--- config.mk ---
export PLATFORM = sky130hd
export DESIGN_NAME = two_button_mode_controller
export DESIGN_NICKNAME = d
export VERILOG_FILES = /design/src/rtl/core/tbmc_pkg.sv /design/src/rtl/core/tbmc_step.sv /design/src/rtl/core/two_button_mode_controller.sv
export SDC_FILE = /design/constraint.sdc
export NUM_CORES = 1
export LEC_CHECK = 0
export ABC_AREA = 1
export BUFFER_PORTS_ARGS = -buffer_cell sky130_fd_sc_hd__buf_2
export CAP_MARGIN = 20
export CORE_MARGIN = 4
export CORE_UTILIZATION = 65
export CTS_CLUSTER_SIZE = 24
export DETAILED_ROUTE_END_ITERATION = 6
export PLACE_DENSITY = 0.93
export SYNTH_ARGS = -nofsm -noshare
export SYNTH_HDL_FRONTEND = slang
export SYNTH_HIERARCHICAL = 1
export SYNTH_SLANG_ARGS = --single-unit
--- constraint.sdc ---
create_clock -name clk -period 5.9 [get_ports clk]
set_input_delay 0.295 -clock clk [delete_from_list [all_inputs] [get_ports clk]]
set_output_delay 0.295 -clock clk [all_outputs]
set_load 0.02 [all_outputs]
--- src/rtl/core/tbmc_pkg.sv ---
// Shared types and constants for the two-button mode controller.
package tbmc_pkg;

	localparam int unsigned CntW = 8;

	typedef logic [2:0] mode_t;
	typedef logic [2:0] presc_t;
	typedef logic [CntW-1:0] cnt_t;

	localparam mode_t  MODE_MIN   = 3'd1;
	localparam mode_t  MODE_MAX   = 3'd4;
	localparam mode_t  MODE_PULSE = 3'd2;
	localparam presc_t PRESC_MIN  = 3'd1;
	localparam presc_t PRESC_MAX  = 3'd5;

	localparam mode_t  MODE_RESET       = MODE_MIN;
	localparam presc_t PRESC_RESET      = PRESC_MAX;
	localparam cnt_t   LONG_PRESS_RESET = 8'd100;

	// Long-press indicator codes
	typedef enum logic [1:0] {
		LP_NONE  = 2'd0,
		LP_LEFT  = 2'd1,
		LP_RIGHT = 2'd2
	} lp_shown_t;

	typedef struct packed {
		logic   chord_latched;
		logic   left_down;
		logic   right_down;
		cnt_t   left_ticks;
		cnt_t   right_ticks;
		logic   hold_flag;
		mode_t  mode;
		presc_t prescaler;
		logic   period_view;
	} ctl_state_t;

	// Packed so that mode lands in the lowest bits
	typedef struct packed {
		lp_shown_t long_press_shown;
		logic      pulse_request;
		logic      mode_changed;
		logic      values_changed;
		logic      hold_active;
		logic      period_display;
		presc_t    prescaler_select;
		mode_t     mode;
	} result_t;

	localparam int unsigned ResW  = $bits(result_t);
	localparam int unsigned OutDW = ((ResW + 7) / 8) * 8;

endpackage

--- src/rtl/core/tbmc_step.sv ---
// Per-tick button classification and settings update.
module tbmc_step (
	input  tbmc_pkg::ctl_state_t cur,
	input  tbmc_pkg::cnt_t       long_press_ticks,
	input  logic                 left_rel,
	input  logic                 right_rel,
	output tbmc_pkg::ctl_state_t nxt,
	output tbmc_pkg::result_t    res
);
	import tbmc_pkg::*;

	function automatic mode_t mode_down(input mode_t m);
		if (m <= MODE_MIN || m > MODE_MAX) begin
			return MODE_MAX;
		end
		return m - 3'd1;
	endfunction

	function automatic mode_t mode_up(input mode_t m);
		if (m >= MODE_MAX || m < MODE_MIN) begin
			return MODE_MIN;
		end
		return m + 3'd1;
	endfunction

	logic      vc;
	logic      mc;
	logic      pr;
	lp_shown_t shown;

	always_comb begin
		nxt = cur;
		vc  = 1'b0;
		mc  = 1'b0;
		pr  = 1'b0;
		if (cur.chord_latched) begin
			// Wait for both buttons up
			if (left_rel && right_rel) begin
				nxt.chord_latched = 1'b0;
				nxt.left_down     = 1'b0;
				nxt.right_down    = 1'b0;
				nxt.left_ticks    = '0;
				nxt.right_ticks   = '0;
			end
		end else if (!left_rel && !right_rel) begin
			nxt.hold_flag     = !cur.hold_flag;
			nxt.chord_latched = 1'b1;
			nxt.left_ticks    = '0;
			nxt.right_ticks   = '0;
		end else begin
			// Left first; right sees any mode or prescaler change from left
			if (cur.left_down) begin
				if (left_rel) begin
					if (cur.left_ticks < long_press_ticks) begin
						if (!cur.hold_flag) begin
							if (nxt.mode == MODE_PULSE) begin
								nxt.period_view = !nxt.period_view;
							end else if (nxt.prescaler > PRESC_MIN) begin
								nxt.prescaler = nxt.prescaler - 3'd1;
							end
							vc = 1'b1;
						end
					end else if (!cur.hold_flag) begin
						nxt.mode = mode_down(nxt.mode);
						mc = 1'b1;
					end
					nxt.left_down  = 1'b0;
					nxt.left_ticks = '0;
				end else if (cur.left_ticks < long_press_ticks) begin
					nxt.left_ticks = cur.left_ticks + 8'd1;
				end
			end else if (!left_rel) begin
				nxt.left_down = 1'b1;
			end

			if (cur.right_down) begin
				if (right_rel) begin
					if (cur.right_ticks < long_press_ticks) begin
						// Burst request and change flag pass through hold
						if (nxt.mode == MODE_PULSE) begin
							pr = 1'b1;
						end else if (!cur.hold_flag && nxt.prescaler < PRESC_MAX) begin
							nxt.prescaler = nxt.prescaler + 3'd1;
						end
						vc = 1'b1;
					end else if (!cur.hold_flag) begin
						nxt.mode = mode_up(nxt.mode);
						mc = 1'b1;
					end
					nxt.right_down  = 1'b0;
					nxt.right_ticks = '0;
				end else if (cur.right_ticks < long_press_ticks) begin
					nxt.right_ticks = cur.right_ticks + 8'd1;
				end
			end else if (!right_rel) begin
				nxt.right_down = 1'b1;
			end
		end
	end

	always_comb begin
		shown = LP_NONE;
		if (!nxt.hold_flag) begin
			if (nxt.left_ticks >= long_press_ticks) begin
				shown = LP_LEFT;
			end else if (nxt.right_ticks >= long_press_ticks) begin
				shown = LP_RIGHT;
			end
		end
	end

	always_comb begin
		res.mode             = nxt.mode;
		res.prescaler_select = nxt.prescaler;
		res.period_display   = nxt.period_view;
		res.hold_active      = nxt.hold_flag;
		res.values_changed   = vc;
		res.mode_changed     = mc;
		res.pulse_request    = pr;
		res.long_press_shown = shown;
	end

endmodule

--- src/rtl/core/two_button_mode_controller.sv ---
// Top level: input register, settings state and result register with flow control.
// Path: each input transfer lands in the input register, then its result in the result register.
// Throughput: one input item per cycle while the result side accepts, one result per item.
// Back-pressure on the result side holds state and result; the input stalls once both are full.
// Reset (arst_n low): mode 1, prescaler 5, period view, hold clear,
// no press tracked, long-press threshold 100 ticks.
module two_button_mode_controller (
	input  logic                          clk,
	input  logic                          arst_n,
	input  logic                          s_axis_tvalid,
	output logic                          s_axis_tready,
	input  logic [7:0]                    s_axis_tdata,  // [0] left_button_level, [1] right_button_level
	output logic                          m_axis_tvalid,
	input  logic                          m_axis_tready,
	output logic [tbmc_pkg::OutDW-1:0]    m_axis_tdata,  // [2:0] mode, [5:3] prescaler_select,
	                                                     // [6] period_display, [7] hold_active,
	                                                     // [8] values_changed, [9] mode_changed,
	                                                     // [10] pulse_request, [12:11] long_press_shown
	input  logic                          cfg_we,
	input  logic [7:0]                    cfg_wdata
);
	import tbmc_pkg::*;

	ctl_state_t state_q;
	ctl_state_t state_nxt;
	cnt_t       lpt_q;
	logic       valid_s1;
	logic [1:0] lvl_s1;
	logic       out_valid_q;
	result_t    res_q;
	result_t    res_nxt;
	logic       advance;

	assign advance       = valid_s1 && (!out_valid_q || m_axis_tready);
	assign s_axis_tready = !valid_s1 || advance;

	tbmc_step u_step (
		.cur              (state_q),
		.long_press_ticks (lpt_q),
		.left_rel         (lvl_s1[0]),
		.right_rel        (lvl_s1[1]),
		.nxt              (state_nxt),
		.res              (res_nxt)
	);

	always_ff @(posedge clk or negedge arst_n) begin
		if (!arst_n) begin
			lpt_q <= LONG_PRESS_RESET;
		end else if (cfg_we) begin
			lpt_q <= cfg_wdata;
		end
	end

	always_ff @(posedge clk or negedge arst_n) begin
		if (!arst_n) begin
			valid_s1 <= 1'b0;
		end else if (s_axis_tready) begin
			valid_s1 <= s_axis_tvalid;
		end
	end

	always_ff @(posedge clk) begin
		if (s_axis_tvalid && s_axis_tready) begin
			lvl_s1 <= s_axis_tdata[1:0];
		end
	end

	always_ff @(posedge clk or negedge arst_n) begin
		if (!arst_n) begin
			state_q <= '{
				chord_latched: 1'b0,
				left_down:     1'b0,
				right_down:    1'b0,
				left_ticks:    '0,
				right_ticks:   '0,
				hold_flag:     1'b0,
				mode:          MODE_RESET,
				prescaler:     PRESC_RESET,
				period_view:   1'b1
			};
		end else if (advance) begin
			state_q <= state_nxt;
		end
	end

	always_ff @(posedge clk or negedge arst_n) begin
		if (!arst_n) begin
			out_valid_q <= 1'b0;
		end else if (advance) begin
			out_valid_q <= 1'b1;
		end else if (m_axis_tready) begin
			out_valid_q <= 1'b0;
		end
	end

	always_ff @(posedge clk) begin
		if (advance) begin
			res_q <= res_nxt;
		end
	end

	assign m_axis_tvalid = out_valid_q;
	assign m_axis_tdata  = {{(OutDW-ResW){1'b0}}, res_q};

`ifndef NO_ASSERTIONS
	a_mode_range: assert property (@(posedge clk) disable iff (!arst_n)
		out_valid_q |-> (res_q.mode >= MODE_MIN && res_q.mode <= MODE_MAX))
		else $error("mode out of range");

	a_presc_range: assert property (@(posedge clk) disable iff (!arst_n)
		out_valid_q |-> (res_q.prescaler_select >= PRESC_MIN &&
			res_q.prescaler_select <= PRESC_MAX))
		else $error("prescaler out of range");

	a_hold_no_shown: assert property (@(posedge clk) disable iff (!arst_n)
		(out_valid_q && res_q.hold_active) |-> (res_q.long_press_shown == LP_NONE))
		else $error("long press shown while hold active");

	a_pulse_mode: assert property (@(posedge clk) disable iff (!arst_n)
		(out_valid_q && res_q.pulse_request) |->
			(res_q.mode == MODE_PULSE && res_q.values_changed))
		else $error("pulse request outside pulse mode");

	a_state_frozen: assert property (@(posedge clk) disable iff (!arst_n)
		!advance |=> $stable(state_q))
		else $error("state changed without an item");
`endif

endmodule

-- Word-level counts from Yosys, hierarchy flattened
Index checks and enable logic that the tools add are counted.
W data, S select, Z words.
- output and inout port bits: 18
- logic and storage cells: 136
- memories: 0
- bits in latches: 0
- register bits after elaboration: 52
- bits in writable memories: 0
- input bits: 21
- memory bits (read-only): 0
- bitwise logic cells: 3
- $lt $le $gt $ge: 10
- equality and inequality tests: 4
- multiply operators: 0
- divide/modulo/power cells: 0
- shift-type cells: 0
- $add $sub $neg: 6
- multiplexer cells: 71
- reduce and logical (&&, ||, !) cells: 20
- operators by type and width (kind ; count):
    $mux W8 ; 7
    $mux W3 ; 13
    $mux W19 ; 2
    $mux W1 ; 37
    $mux W7 ; 5
    $add A8 B1 Y8 const B ; 2
    $ge A8 B8 Y1 ; 2
    $lt A8 B8 Y1 ; 2
    $mux W16 ; 1
    $mux W6 ; 2
    $mux W4 ; 2
    $add A3 B1 Y3 const B ; 2
    $eq A3 B2 Y1 const B ; 2
    $logic_not A1 Y1 ; 6
    $sub A3 B1 Y3 const B ; 2
    $logic_and A1 B1 Y1 ; 5
    $reduce_or A5 Y1 ; 1
    $logic_or A1 B1 Y1 ; 4
    $mux W2 ; 2
    $reduce_or A2 Y1 ; 2
    $ge A3 B3 Y1 const B ; 1
    $gt A3 B1 Y1 const B ; 1
    $gt A3 B3 Y1 const B ; 1
    $le A3 B1 Y1 const B ; 1
    7 further kinds ; 9

-- Logic depth before layout (Yosys ltp)
Gate-level depths: netlist (run 1).
- depth in word-level cells: 33
- gate-level depth with buffers: 22
- depth with buffers taken out: 22

-- Hierarchy
The synthesis (run 1) kept the hierarchy.
- by module, submodules not included (module ; cells each ; instances ; area each (sq um) ; sequential area each (sq um)):
    tbmc_step ; 359 ; 1 ; 2043.2 ; 0.0
    two_button_mode_controller ; 180 ; 1 ; 1978.1 ; 1385.1

-- Worst setup path after synthesis (run 1)
No wires, ideal clock.
- path kind: register to register
- start: register lpt_q[5]
- end: register res_q, in the netlist m_axis_tdata[12], data pin
- clock period less this slack: 2.898 ns
- arrival: 2.636 ns
- library setup time: 0.262 ns
- buffers on the path: 0
- required time: 5.638 ns
- path slack: 3.002 ns
- cell stages (with the launch flop): 18
- cells stage by stage: dfstp_2 inv_1 ha_1 a21oi_1 o21a_1 nand2_4 clkinv_2 nand3_1 nor2_2 nand3_1 o21ai_0 o22ai_1 ha_1 nand2_1 nor2_1 nand4_1 o2111ai_1 nor3_1
- RTL lines (what ; line ; source):
    from (decl) ; two_button_mode_controller.sv:26 ; cnt_t lpt_q;
    from (signal assigned) ; two_button_mode_controller.sv:50 ; lpt_q <= cfg_wdata;
    to (signal assigned) ; two_button_mode_controller.sv:98 ; res_q <= res_nxt;
    to (decl) ; two_button_mode_controller.sv:30 ; result_t res_q;

==> results of run 1 <==
## sequential cells by signal, summed over array words and instances (netlist names)
name           flops
valid_s1           1
m_axis_tvalid      1
state_q           27
lpt_q              8
m_axis_tdata      13
lvl_s1             2
## metal layers
layer / share of wire [%] / vias up
li1: - / 1782
met1: 40 / 1672
met2: 50 / 153
met3: 7.5 / 26
met4: 2.5 / 0
met5: 0 / -
## worst max-delay path, cell delays in order (launching register included)
cell and delay, ns:
dfstp_2 0.54, inv_1 0.11, ha_1 0.33, a21oi_1 0.18
o21a_1 0.20, nand2_2 0.10, nor2_2 0.16, nand2_1 0.14
nor2_2 0.23, nand2_1 0.08, nand3_1 0.08, o21ai_0 0.14
ha_1 0.33, a21oi_1 0.13, o21ai_0 0.11, a211oi_1 0.42
nor3_1 0.08
## placed cells by master, fill, tap and decap left out, drive strengths merged, types with 12 or more instances in the layout
cell type,Yosys,final
ha,41,41
nand4,12,12
inv,75,75
o21ai,33,33
dfrtp,30,30
nor2,21,21
a21oi,26,26
nand2,165,165
edfxtp,15,15
buf,24,30
nand3,62,62
## cells by family after synthesis
group                      share of synthesized area (%)
DFF                                                 34.4
buffers and inverters                               12.2
adders and majority gates                           12.8
and+or+nand+nor                                     29.3
xor gates and xnor gates                           0.654
other                                             0.0933
AOI/OAI and AO/OA                                   10.5
## power breakdown
part	internal, uW	switching [uW]
Combinational	201	428
Clock	82.1	119
Sequential	458	73.9
Total	741	621
## final timing paths
path,from,endpoint,cells past startpoint
worst max-delay path,lpt_q[5],m_axis_tdata[12],16
worst min-delay path,arst_n,state_q[2],1
worst max register to register,lpt_q[5],m_axis_tdata[12],16
worst min register to register,lpt_q[5],lpt_q[5],2
max in group asynchronous,arst_n,state_q[15],1
min in group clk,s_axis_tdata[1],lvl_s1[1],1
## layout make-up
cell class                 instances  area (um2)
timing repair buffer              30         153
tap                               75        93.8
multi-input combinational        386        2150
clock buffer                       5        68.8
fill                             499        1790
inverter                          77         290
sequential                        52        1390
clock inverter                     3        18.8
## metrics by stage
stage	hold WS (ns)	power, uW	area (um2)	instances
2_1_floorplan	-0.000591	1040	4030	541
3_3_place_gp	0.434	1110	4070	620
3_5_place_dp	0.449	1150	4070	620
4_1_cts	0.106	1360	4160	628
5_1_grt	0.138	1480	4160	628
6_report	0.0857	1360	4160	628
==> summary.md, run 1 <==
| Metric | Value |
|---|---|
| Worst hold path type | `primary input to asynchronous set/reset pin` |
| Final Net Count | `614` |
| Initial antenna violation count | `0` |
| Final Hold Fails | `0` |
| Die X | `86.7 um` |
| # hold bufs at CTS | `0` |
| Total of max-cap violations | `0` |
| Max Fclk | `0.278 GHz` |
| EDFF count, synth | `15` |
| CTS Buf Count | `5` |
| Final WS setup | `2.30 ns` |
| Worst vdd ir | `0.194 mV` |
| Post-synth top cells | `nand2_1, inv_1, nand3_1, ha_1, o21ai_0` |
| PostCTS Resize Cnt | `0` |
| Worst slew margin | `43.5%` |
| Yosys top cell area share | `18.7%` |
| Final Util | `69.9%` |
| Area of the mapped netlist | `0.00402 mm2` |
| Critical path capture point type | `flop` |
| Total GRT Usage | `25.1%` |
| Worst path required time | `5.96 ns` |
| Clk_lat worst skew | `0.31 ns` |
| Status | `complete, no violations` |
| IO Pins | `39` |
| P per Cell Area | `327 mW/mm2` |
| Primary FF master, synth | `dfrtp_1` |
| R2R setup slack | `2.30 ns` |
| Wire per inst | `14.4 um` |
| Placeable Area | `0.00596 mm2` |
| Leakage | `0.00223 uW` |
| Post-DRT Antenna Nets | `0` |
| Post-CTS Setup Repair Bufs | `0` |
| Critical Path AT | `3.66 ns` |
| Cells after Synth | `539` |
| Ys async rst share | `71.2%` |
| Fin Setup TNS | `0 ns` |
| Die Y | `86.7 um` |
| Met1 usage | `29.5%` |
| Number of library cell types mapped by synthesis | `39` |
| Number of core rows | `28` |
| RSZ-0062 raised after global routing | `no` |
| Sequential area share after synthesis | `34.4%` |
| Max Clock Skew | `0.0147 ns` |
| H-tree depth | `2` |
| Synth area leader | `dfrtp_1` |
| Port Buffers | `29` |
| Clk slew on worst S/H paths | `0.10 ns` |
| Crit Path Category | `flop to flop` |
| Fin crit share | `61.0%` |
| Vias per cell | `5.79` |
| Met2 Use GR | `46.2%` |
| P&R area growth vs syn | `3.48%` |
| Post-route minimum period | `3.60 ns` |
| Avg Cell Area, Syn | `7.46 um2` |
| Pins over their slew limit | `0` |
| TritonCTS clock tree | `done` |
| # DRC | `0` |
| First-pass GRT wire length | `15,100 um` |
| GR peak layer | `met2` |
| Critical path peak fanout | `5` |
| WL final | `9010 um` |
| Worst slack, placed | `2.38 ns` |
| Yosys reg bits | `52` |
| Clk sinks | `52` |
| Measured slew at the worst slew-check pin | `0.848 ns` |
| Post-DP HPWL | `6650 um` |
| Pin count of the biggest net entering global routing | `38` |
| Area contributors post-synth | `dfrtp_1, nand2_1, ha_1, edfxtp_1, nand3_1` |
| Initial DRC Count | `324` |
| Synth warnings | `6` |
| Pre-antenna DRT Iters | `5` |
| Top-count cell post-synth | `nand2_1` |
| GR Layer Usage met3 | `3.71%` |
| CP Launch Type | `flop` |
| Initial core utilization | `67.5%` |
| Clock root buffer | `clkbuf_8` |
| Via count | `3,633` |
| Vias in the first global route | `3,507` |
| CTS max path bufs | `2` |
| Full die area | `0.00751 mm2` |
| Diode count | `0` |
| Global route total overflow | `0` |
| Setup violators final | `0` |
| GPL Wtd Cong | `0.955` |
| Share of layout cells above drive strength 1 | `12.1%` |
Note: power is estimated with default switching activity, not from simulation.
==> run 2: changes to the inputs <==
--- a/config.mk
+++ b/config.mk
@@ -9,10 +9,10 @@
 export BUFFER_PORTS_ARGS = -buffer_cell sky130_fd_sc_hd__buf_2
 export CAP_MARGIN = 20
 export CORE_MARGIN = 4
-export CORE_UTILIZATION = 65
+export CORE_UTILIZATION = 60
 export CTS_CLUSTER_SIZE = 24
 export DETAILED_ROUTE_END_ITERATION = 6
-export PLACE_DENSITY = 0.93
+export PLACE_DENSITY = 0.88
 export SYNTH_ARGS = -nofsm -noshare
 export SYNTH_HDL_FRONTEND = slang
 export SYNTH_HIERARCHICAL = 1
==> constraint.sdc (replaced) <==
create_clock -name clk -period 3.4 [get_ports clk]
set_input_delay 0.17 -clock clk [delete_from_list [all_inputs] [get_ports clk]]
set_output_delay 0.17 -clock clk [all_outputs]
set_load 0.02 [all_outputs]
==> summary.md, run 2 (synthesized netlist as in run 1, its figures left out) <==
| Metric | Value |
|---|---|
| Status | `complete, no violations` |
| Clk pwr share | `15.5% (+0.7 points)` |
| Fin crit share | `95.1% (+34 points)` |
| Initial core utilization | `62.6% (-4.9 points)` |
| Worst hold margin | `0.0124 ns (-0.0732 ns)` |
| Initial antenna violation count | `0 (unchanged)` |
| Max reg flops | `27 (unchanged)` |
| Pin count of the biggest net entering global routing | `38 (unchanged)` |
| Internal power | `1310 uW (+77%)` |
| Vias per cell | `5.81 (+0.48%)` |
| Die X | `89.9 um (+3.7%)` |
| # fillers | `524 (+5.0%)` |
| Reg2Reg Launch Point | `lpt_q[5]` |
| Seq pwr share | `38.0% (-1.1 points)` |
| Total GRT Usage | `22.6% (-2.5 points)` |
| Diode count | `0 (unchanged)` |
| Critical path peak fanout | `5 (unchanged)` |
| Number of core rows | `29 (+3.6%)` |
| Pins over their slew limit | `0 (unchanged)` |
| IO Pins | `39 (unchanged)` |
| Post-DP HPWL | `6590 um (-0.93%)` |
| Wire per inst | `14.4 um (about the same)` |
| Die Y | `89.9 um (+3.7%)` |
| CTS Buf Count | `5 (unchanged)` |
| First-pass GRT wire length | `15,400 um (+1.7%)` |
| Max Clock Skew | `0.0112 ns (-0.00347 ns)` |
| Port Buffers | `29 (unchanged)` |
| Placeable Area | `0.00642 mm2 (+7.8%)` |
| Max Fclk | `0.309 GHz (+11%)` |
| R2R depth | `17 (+1)` |
| Post-route minimum period | `3.23 ns (-0.362 ns)` |
| CTS max path bufs | `2 (unchanged)` |
| P per Cell Area | `563 mW/mm2 (+72%)` |
| Full die area | `0.00808 mm2 (+7.5%)` |
| Final Util | `67.1% (-2.8 points)` |
| Pre-antenna DRT Iters | `5 (unchanged)` |
| Clock root buffer | `clkbuf_8` |
| Psw | `1110 uW (+80%)` |
| Worst hold path type | `primary input to flop` |
| Power share of the combinational group | `46.6% (+0.4 points)` |
| CP Launch Type | `flop` |
| Final Hold Fails | `0 (unchanged)` |
| Share of layout cells above drive strength 1 | `15.4% (+3.3 points)` |
| Critical Path AT | `3.41 ns (-0.25 ns)` |
| Top reg by flops | `state_q` |
| Hold-critical path depth | `1` |
| Register area | `0.00139 mm2 (unchanged)` |
| GPL Wtd Cong | `0.952 (-0.28%)` |
| Vias in the first global route | `3,388 (-3.4%)` |
| TritonCTS clock tree | `done` |
| Worst vdd ir | `0.410 mV (+110%)` |
| P&R area growth vs syn | `7.16%` |
| Post-DRT Antenna Nets | `0 (unchanged)` |
| Crit Path Category | `flop to flop` |
| Clk sinks | `52 (unchanged)` |
| Commonest non-fill, non-tap cell in the layout | `nand2_1` |
| Worst path required time | `3.58 ns (-2.38 ns)` |
| Global route total overflow | `0 (unchanged)` |
| WL final | `9200 um (+2.1%)` |
| # DRC | `0 (unchanged)` |
| Most frequent cells in the layout | `nand2_1, inv_1, nand3_1` |
| Via count | `3,726 (+2.6%)` |
| H-tree depth | `2 (unchanged)` |
| Clk_lat worst skew | `0.32 ns (about the same)` |
| Sw Ratio | `46.0% (+0.38 points)` |
| R2R Path End | `m_axis_tdata[12]` |
| Setup violators final | `0 (unchanged)` |
| Final Net Count | `625 (+1.8%)` |
| Crit path to | `m_axis_tdata[12]` |
| Measured slew at the worst slew-check pin | `0.839 ns (-0.00907 ns)` |
| CP startpoint | `lpt_q[5]` |
| Critical path capture point type | `flop` |
| Worst slew margin | `44.1% (+0.60 points)` |
| Leakage | `0.00229 uW (+2.8%)` |
| R2R setup slack | `0.17 ns (-2.14 ns)` |
| Initial DRC Count | `266 (-18%)` |
| Total of max-cap violations | `0 (unchanged)` |
| Multi-input gate area | `0.00221 mm2 (+2.6%)` |
| Clk slew on worst S/H paths | `0.11 ns (about the same)` |
[run 2: area by class of cell]
cell class	count	area share, %
Timing Repair Buffer	41	5.52
Sequential cell	52	32.1
Clock inverter	3	0.552
Tap cell	77	2.24
Clock buffer	5	1.60
Multi-Input combinational cell	386	51.2
Inverter	77	6.74
[run 2: layer usage]
| metal | track usage [%] | part of all wire [%] | up-vias |
|---|---|---|---|
| met1 | 28.4 | 41 | 1716 |
| met4 | 7.65 | 2.3 | 0 |
| met3 | 3.34 | 6.8 | 28 |
| met2 | 39.8 | 49 | 176 |
| met5 | 0 | 0 | - |
| li1 | - | - | 1806 |
[run 2: worst max-delay path: stages (launching register included)]
cell and delay [ns]:
dfstp_2 0.54, inv_1 0.08, ha_1 0.31, a21oi_2 0.15
o21a_1 0.20, nand2_2 0.10, nor2_4 0.13, nand2_2 0.08
nor2_4 0.16, nand2_1 0.07, nand3_1 0.08, o21ai_1 0.10
ha_1 0.32, nand2_1 0.11, nor4_4 0.30, a211oi_2 0.08
buf_4 0.15, nor3_1 0.11
[run 2: what timing repair did]
action	4_1_cts	5_1_grt
hold endpoints to repair	30	0
hold buffers	1	0
endpoints found under the setup margin	0	1
setup buffers	0	1
resized for setup	0	16
[run 2: worst min path at each step]
stage                         start          end  slack [ns]
floorplan                    arst_n     lpt_q[0]       -0.13
global placement             arst_n  state_q[18]        0.31
detailed placement           arst_n  state_q[17]        0.32
CTS                 s_axis_tdata[1]    lvl_s1[1]        0.01
global route        s_axis_tdata[1]    lvl_s1[1]       0.009
finish              s_axis_tdata[1]    lvl_s1[1]        0.01
[run 2: per-stage QoR]
stage          total power [uW]  setup TNS [ns]  area (um2)  worst slack [ns]  cells
2_1_floorplan              1800               0        4030             0.502    541
3_3_place_gp               1950               0        4140             0.173    631
3_5_place_dp               2010               0        4140             0.116    631
4_1_cts                    2380               0        4250            0.0201    640
5_1_grt                    2610         -0.0142        4310           -0.0142    641
6_report                   2420               0        4310             0.165    641
[run 2: power by group through the flow]
stage / Clock [uW] / Sequential [uW] / Combinational (uW)
floorplan: 0 / 947 / 850
global placement: 0 / 923 / 1030
detailed placement: 0 / 929 / 1080
CTS: 383 / 916 / 1090
global route: 402 / 941 / 1270
finish: 375 / 920 / 1130
==> run 3: changes to the inputs <==
--- a/config.mk
+++ b/config.mk
@@ -5,13 +5,13 @@
 export SDC_FILE = /design/constraint.sdc
 export NUM_CORES = 1
 export LEC_CHECK = 0
-export ABC_AREA = 1
 export BUFFER_PORTS_ARGS = -buffer_cell sky130_fd_sc_hd__buf_2
 export CAP_MARGIN = 20
 export CORE_MARGIN = 4
 export CORE_UTILIZATION = 60
 export CTS_CLUSTER_SIZE = 24
 export DETAILED_ROUTE_END_ITERATION = 6
+export HOLD_SLACK_MARGIN = 0.06
 export PLACE_DENSITY = 0.88
 export SYNTH_ARGS = -nofsm -noshare
 export SYNTH_HDL_FRONTEND = slang
==> summary.md, run 3 <==
| Metric | Value |
|---|---|
| Status | `complete, but fails checks` |
| Failing checks | `negative setup slack` |
| CTS max path bufs | `2 (unchanged)` |
| Synth warnings | `6 (unchanged)` |
| Crit Path Category | `flop to flop` |
| Clk sinks | `52 (unchanged)` |
| Post-route minimum period | `3.60 ns (+0.368 ns)` |
| Worst vdd ir | `0.377 mV (-7.9%)` |
| Post-synth top cells | `ha_1, dfrtp_1, nor2_1, o21ai_0` |
| Most frequent cells in the layout | `buf_4, ha_1, dfrtp_1` |
| CP Launch Type | `flop` |
| P&R area growth vs syn | `20.7%` |
| # DRC | `0 (unchanged)` |
| WL final | `10,500 um (+14%)` |
| # fillers | `363 (-31%)` |
| Worst slew margin | `40.4% (-3.6 points)` |
| Leakage | `0.00225 uW (-1.8%)` |
| Hold-critical path depth | `2 (+1)` |
| Vias per cell | `6.52 (+12%)` |
| Inst Count DP | `507 (-20%)` |
| Non-Filler Instances | `528 (-18%)` |
| Initial antenna violation count | `0 (unchanged)` |
| Setup violators final | `5 (+5)` |
| Worst path required time | `3.46 ns (-0.12 ns)` |
| Synth area leader | `dfrtp_1` |
| Max Fclk | `0.278 GHz (-10%)` |
| R2R depth | `17 (unchanged)` |
| Final WS setup | `-0.203 ns (-0.368 ns)` |
| Max Clock Skew | `0.0111 ns (-0.0000789 ns)` |
| Total of max-cap violations | `0 (unchanged)` |
| Post-DRT Antenna Nets | `0 (unchanged)` |
| Reg2Reg Launch Point | `lpt_q[6]` |
| Via count | `3,441 (-7.6%)` |
| Share of layout cells above drive strength 1 | `39.3% (+24 points)` |
| GPL Wtd Cong | `0.873 (-8.3%)` |
| Measured slew at the worst slew-check pin | `0.894 ns (+0.0547 ns)` |
| Wire per inst | `19.9 um (+39%)` |
| Clk slew on worst S/H paths | `0.10 ns (about the same)` |
| RSZ-0062 raised after global routing | `yes` |
| CTS Buf Count | `5 (unchanged)` |
| R2R setup slack | `-0.20 ns (-0.37 ns)` |
| Area contributors post-synth | `dfrtp_1, ha_1, edfxtp_1, mux2_4, mux2_2` |
| Clk_lat worst skew | `0.31 ns (about the same)` |
| R2R Path End | `m_axis_tdata[11]` |
| Die Y | `88.2 um (-1.8%)` |
| Pins over their slew limit | `0 (unchanged)` |
| P per Cell Area | `489 mW/mm2 (-13%)` |
| Total GRT Usage | `25.2% (+2.5 points)` |
| Placeable Area | `0.00610 mm2 (-5.1%)` |
| Pwr Total | `2280 uW (-6.1%)` |
| Top reg by flops | `state_q` |
| Final Cell Area | `0.00466 mm2 (+8.1%)` |
| Primary FF master, synth | `dfrtp_1` |
| Initial DRC Count | `300 (+13%)` |
| Clock root buffer | `clkbuf_8` |
| Area of the mapped netlist | `0.00386 mm2 (-4.0%)` |
| TritonCTS clock tree | `done` |
| Initial core utilization | `63.3% (+0.73 points)` |
| Max reg flops | `27 (unchanged)` |
| Port Buffers | `29 (unchanged)` |
| Critical path peak fanout | `4 (-1)` |
| EDFF count, synth | `15 (unchanged)` |
| First-pass GRT wire length | `15,300 um (-0.59%)` |
| Pin count of the biggest net entering global routing | `38 (unchanged)` |
| Global route total overflow | `0 (unchanged)` |
| Placed Instance Area | `0.00426 mm2 (+2.7%)` |
| Commonest non-fill, non-tap cell in the layout | `buf_4` |
| Yosys top cell area share | `19.4% (+0.77 points)` |
| Critical Path AT | `3.66 ns (+0.25 ns)` |
| Avg Cell Area, Syn | `10.1 um2 (+35%)` |
| Final Net Count | `514 (-18%)` |
| Final Hold Fails | `0 (unchanged)` |
| Hold Path End | `valid_s1` |
| Yosys reg bits | `52 (unchanged)` |
| Ys async rst share | `71.2% (unchanged)` |
| Worst hold path type | `primary input to flop` |
| HP Start | `s_axis_tvalid` |
| Number of library cell types mapped by synthesis | `57 (+46%)` |
| Post-DP HPWL | `6530 um (-0.88%)` |
| Top-count cell post-synth | `ha_1` |
| Cells after Synth | `383 (-29%)` |
| Sequential area share after synthesis | `35.9% (+1.4 points)` |
| Die X | `88.2 um (-1.8%)` |
| Pre-antenna DRT Iters | `5 (unchanged)` |
| Worst slack, placed | `-0.318 ns (-0.434 ns)` |
| Critical path capture point type | `flop` |
| Number of core rows | `28 (-3.4%)` |
| Diode count | `0 (unchanged)` |
| Vias in the first global route | `3,271 (-3.5%)` |
| H-tree depth | `2 (unchanged)` |
| IO Pins | `39 (unchanged)` |
| Fin crit share | `106% (+11 points)` |
| Full die area | `0.00778 mm2 (-3.6%)` |
[run 3: worst max path at each step]
| stage | from | to | slack, ns | cells after the start |
|---|---|---|---|---|
| final | lpt_q[6] | m_axis_tdata[11] | -0.20 | 17 |
| after global routing | lpt_q[6] | m_axis_tdata[12] | -0.27 | 17 |
| after CTS | lpt_q[2] | m_axis_tdata[11] | -0.07 | 18 |
| after detailed placement | lpt_q[5] | m_axis_tdata[12] | -0.32 | 16 |
| after global placement | lpt_q[5] | m_axis_tdata[12] | -0.16 | 15 |
| after floorplan | lpt_q[6] | m_axis_tdata[5] | 0.01 | 13 |
[run 3: metrics by stage]
stage                     hold slack [ns]  util (%)  TNS [ns]
after floorplan                    -0.126         -         0
after global placement              0.323      69.8    -0.301
after detailed placement            0.336      69.8    -0.728
after CTS                          0.0792      73.6    -0.169
after global routing               0.0805      76.4     -1.15
final                              0.0855      76.4    -0.575
[run 3: final cells by class]
class / instances / area (um2) / area share [%]
sequential: 52 / 1390 / 29.7
timing repair buffer: 86 / 584 / 12.5
multi-input combinational: 283 / 2420 / 51.9
clock inverter: 3 / 13.8 / 0.295
tap: 75 / 93.8 / 2.01
clock buffer: 5 / 68.8 / 1.48
inverter: 24 / 95.1 / 2.04
[run 3: metal layers]
layer	global-route usage [%]	vias to the layer above	wire length, um
li1	-	1514	-
met1	29.0	1679	4020
met2	46.4	205	5420
met3	4.00	43	760
met4	10.0	0	325
met5	0	-	0
[run 3: logic make-up after synthesis]
group	count (synthesis)	share of synthesized area, %
AO/OA/AOI/OAI	94	16.0
XOR/XNOR	4	0.907
AND/OR/NAND/NOR	102	13.6
flip-flops	52	35.9
buffers and inverters	50	7.10
other	1	0.0971
multiplexers	39	13.1
adder cells (fa/ha/maj)	41	13.3
[run 3: where the power goes]
group          switching, uW  total, uW  internal (uW)
clock                    212        352            141
sequential               111        857            747
combinational            568       1070            500
total                    891       2280           1390
[run 3: what timing repair did]
action	in CTS	in global routing
endpoints found under the setup margin	4	10
pin swaps	16	17
resized for setup	23	28
hold buffers	3	0
endpoints found under the hold margin	32	0
buffers inserted	4	6
[run 3: critical path: stages, from the launching register on]
cell and delay [ns]:
dfstp_2 0.56, inv_2 0.06, ha_2 0.33, nand4_1 0.14, o31a_4 0.39, and2_4 0.18
o21bai_4 0.12, nand2_1 0.07, o31a_1 0.12, ha_1 0.29, nand2b_4 0.13, a21o_1 0.16
a21o_1 0.16, a21oi_2 0.14, nor2b_1 0.07, o21ai_1 0.15, a21oi_2 0.10, nor2b_2 0.17
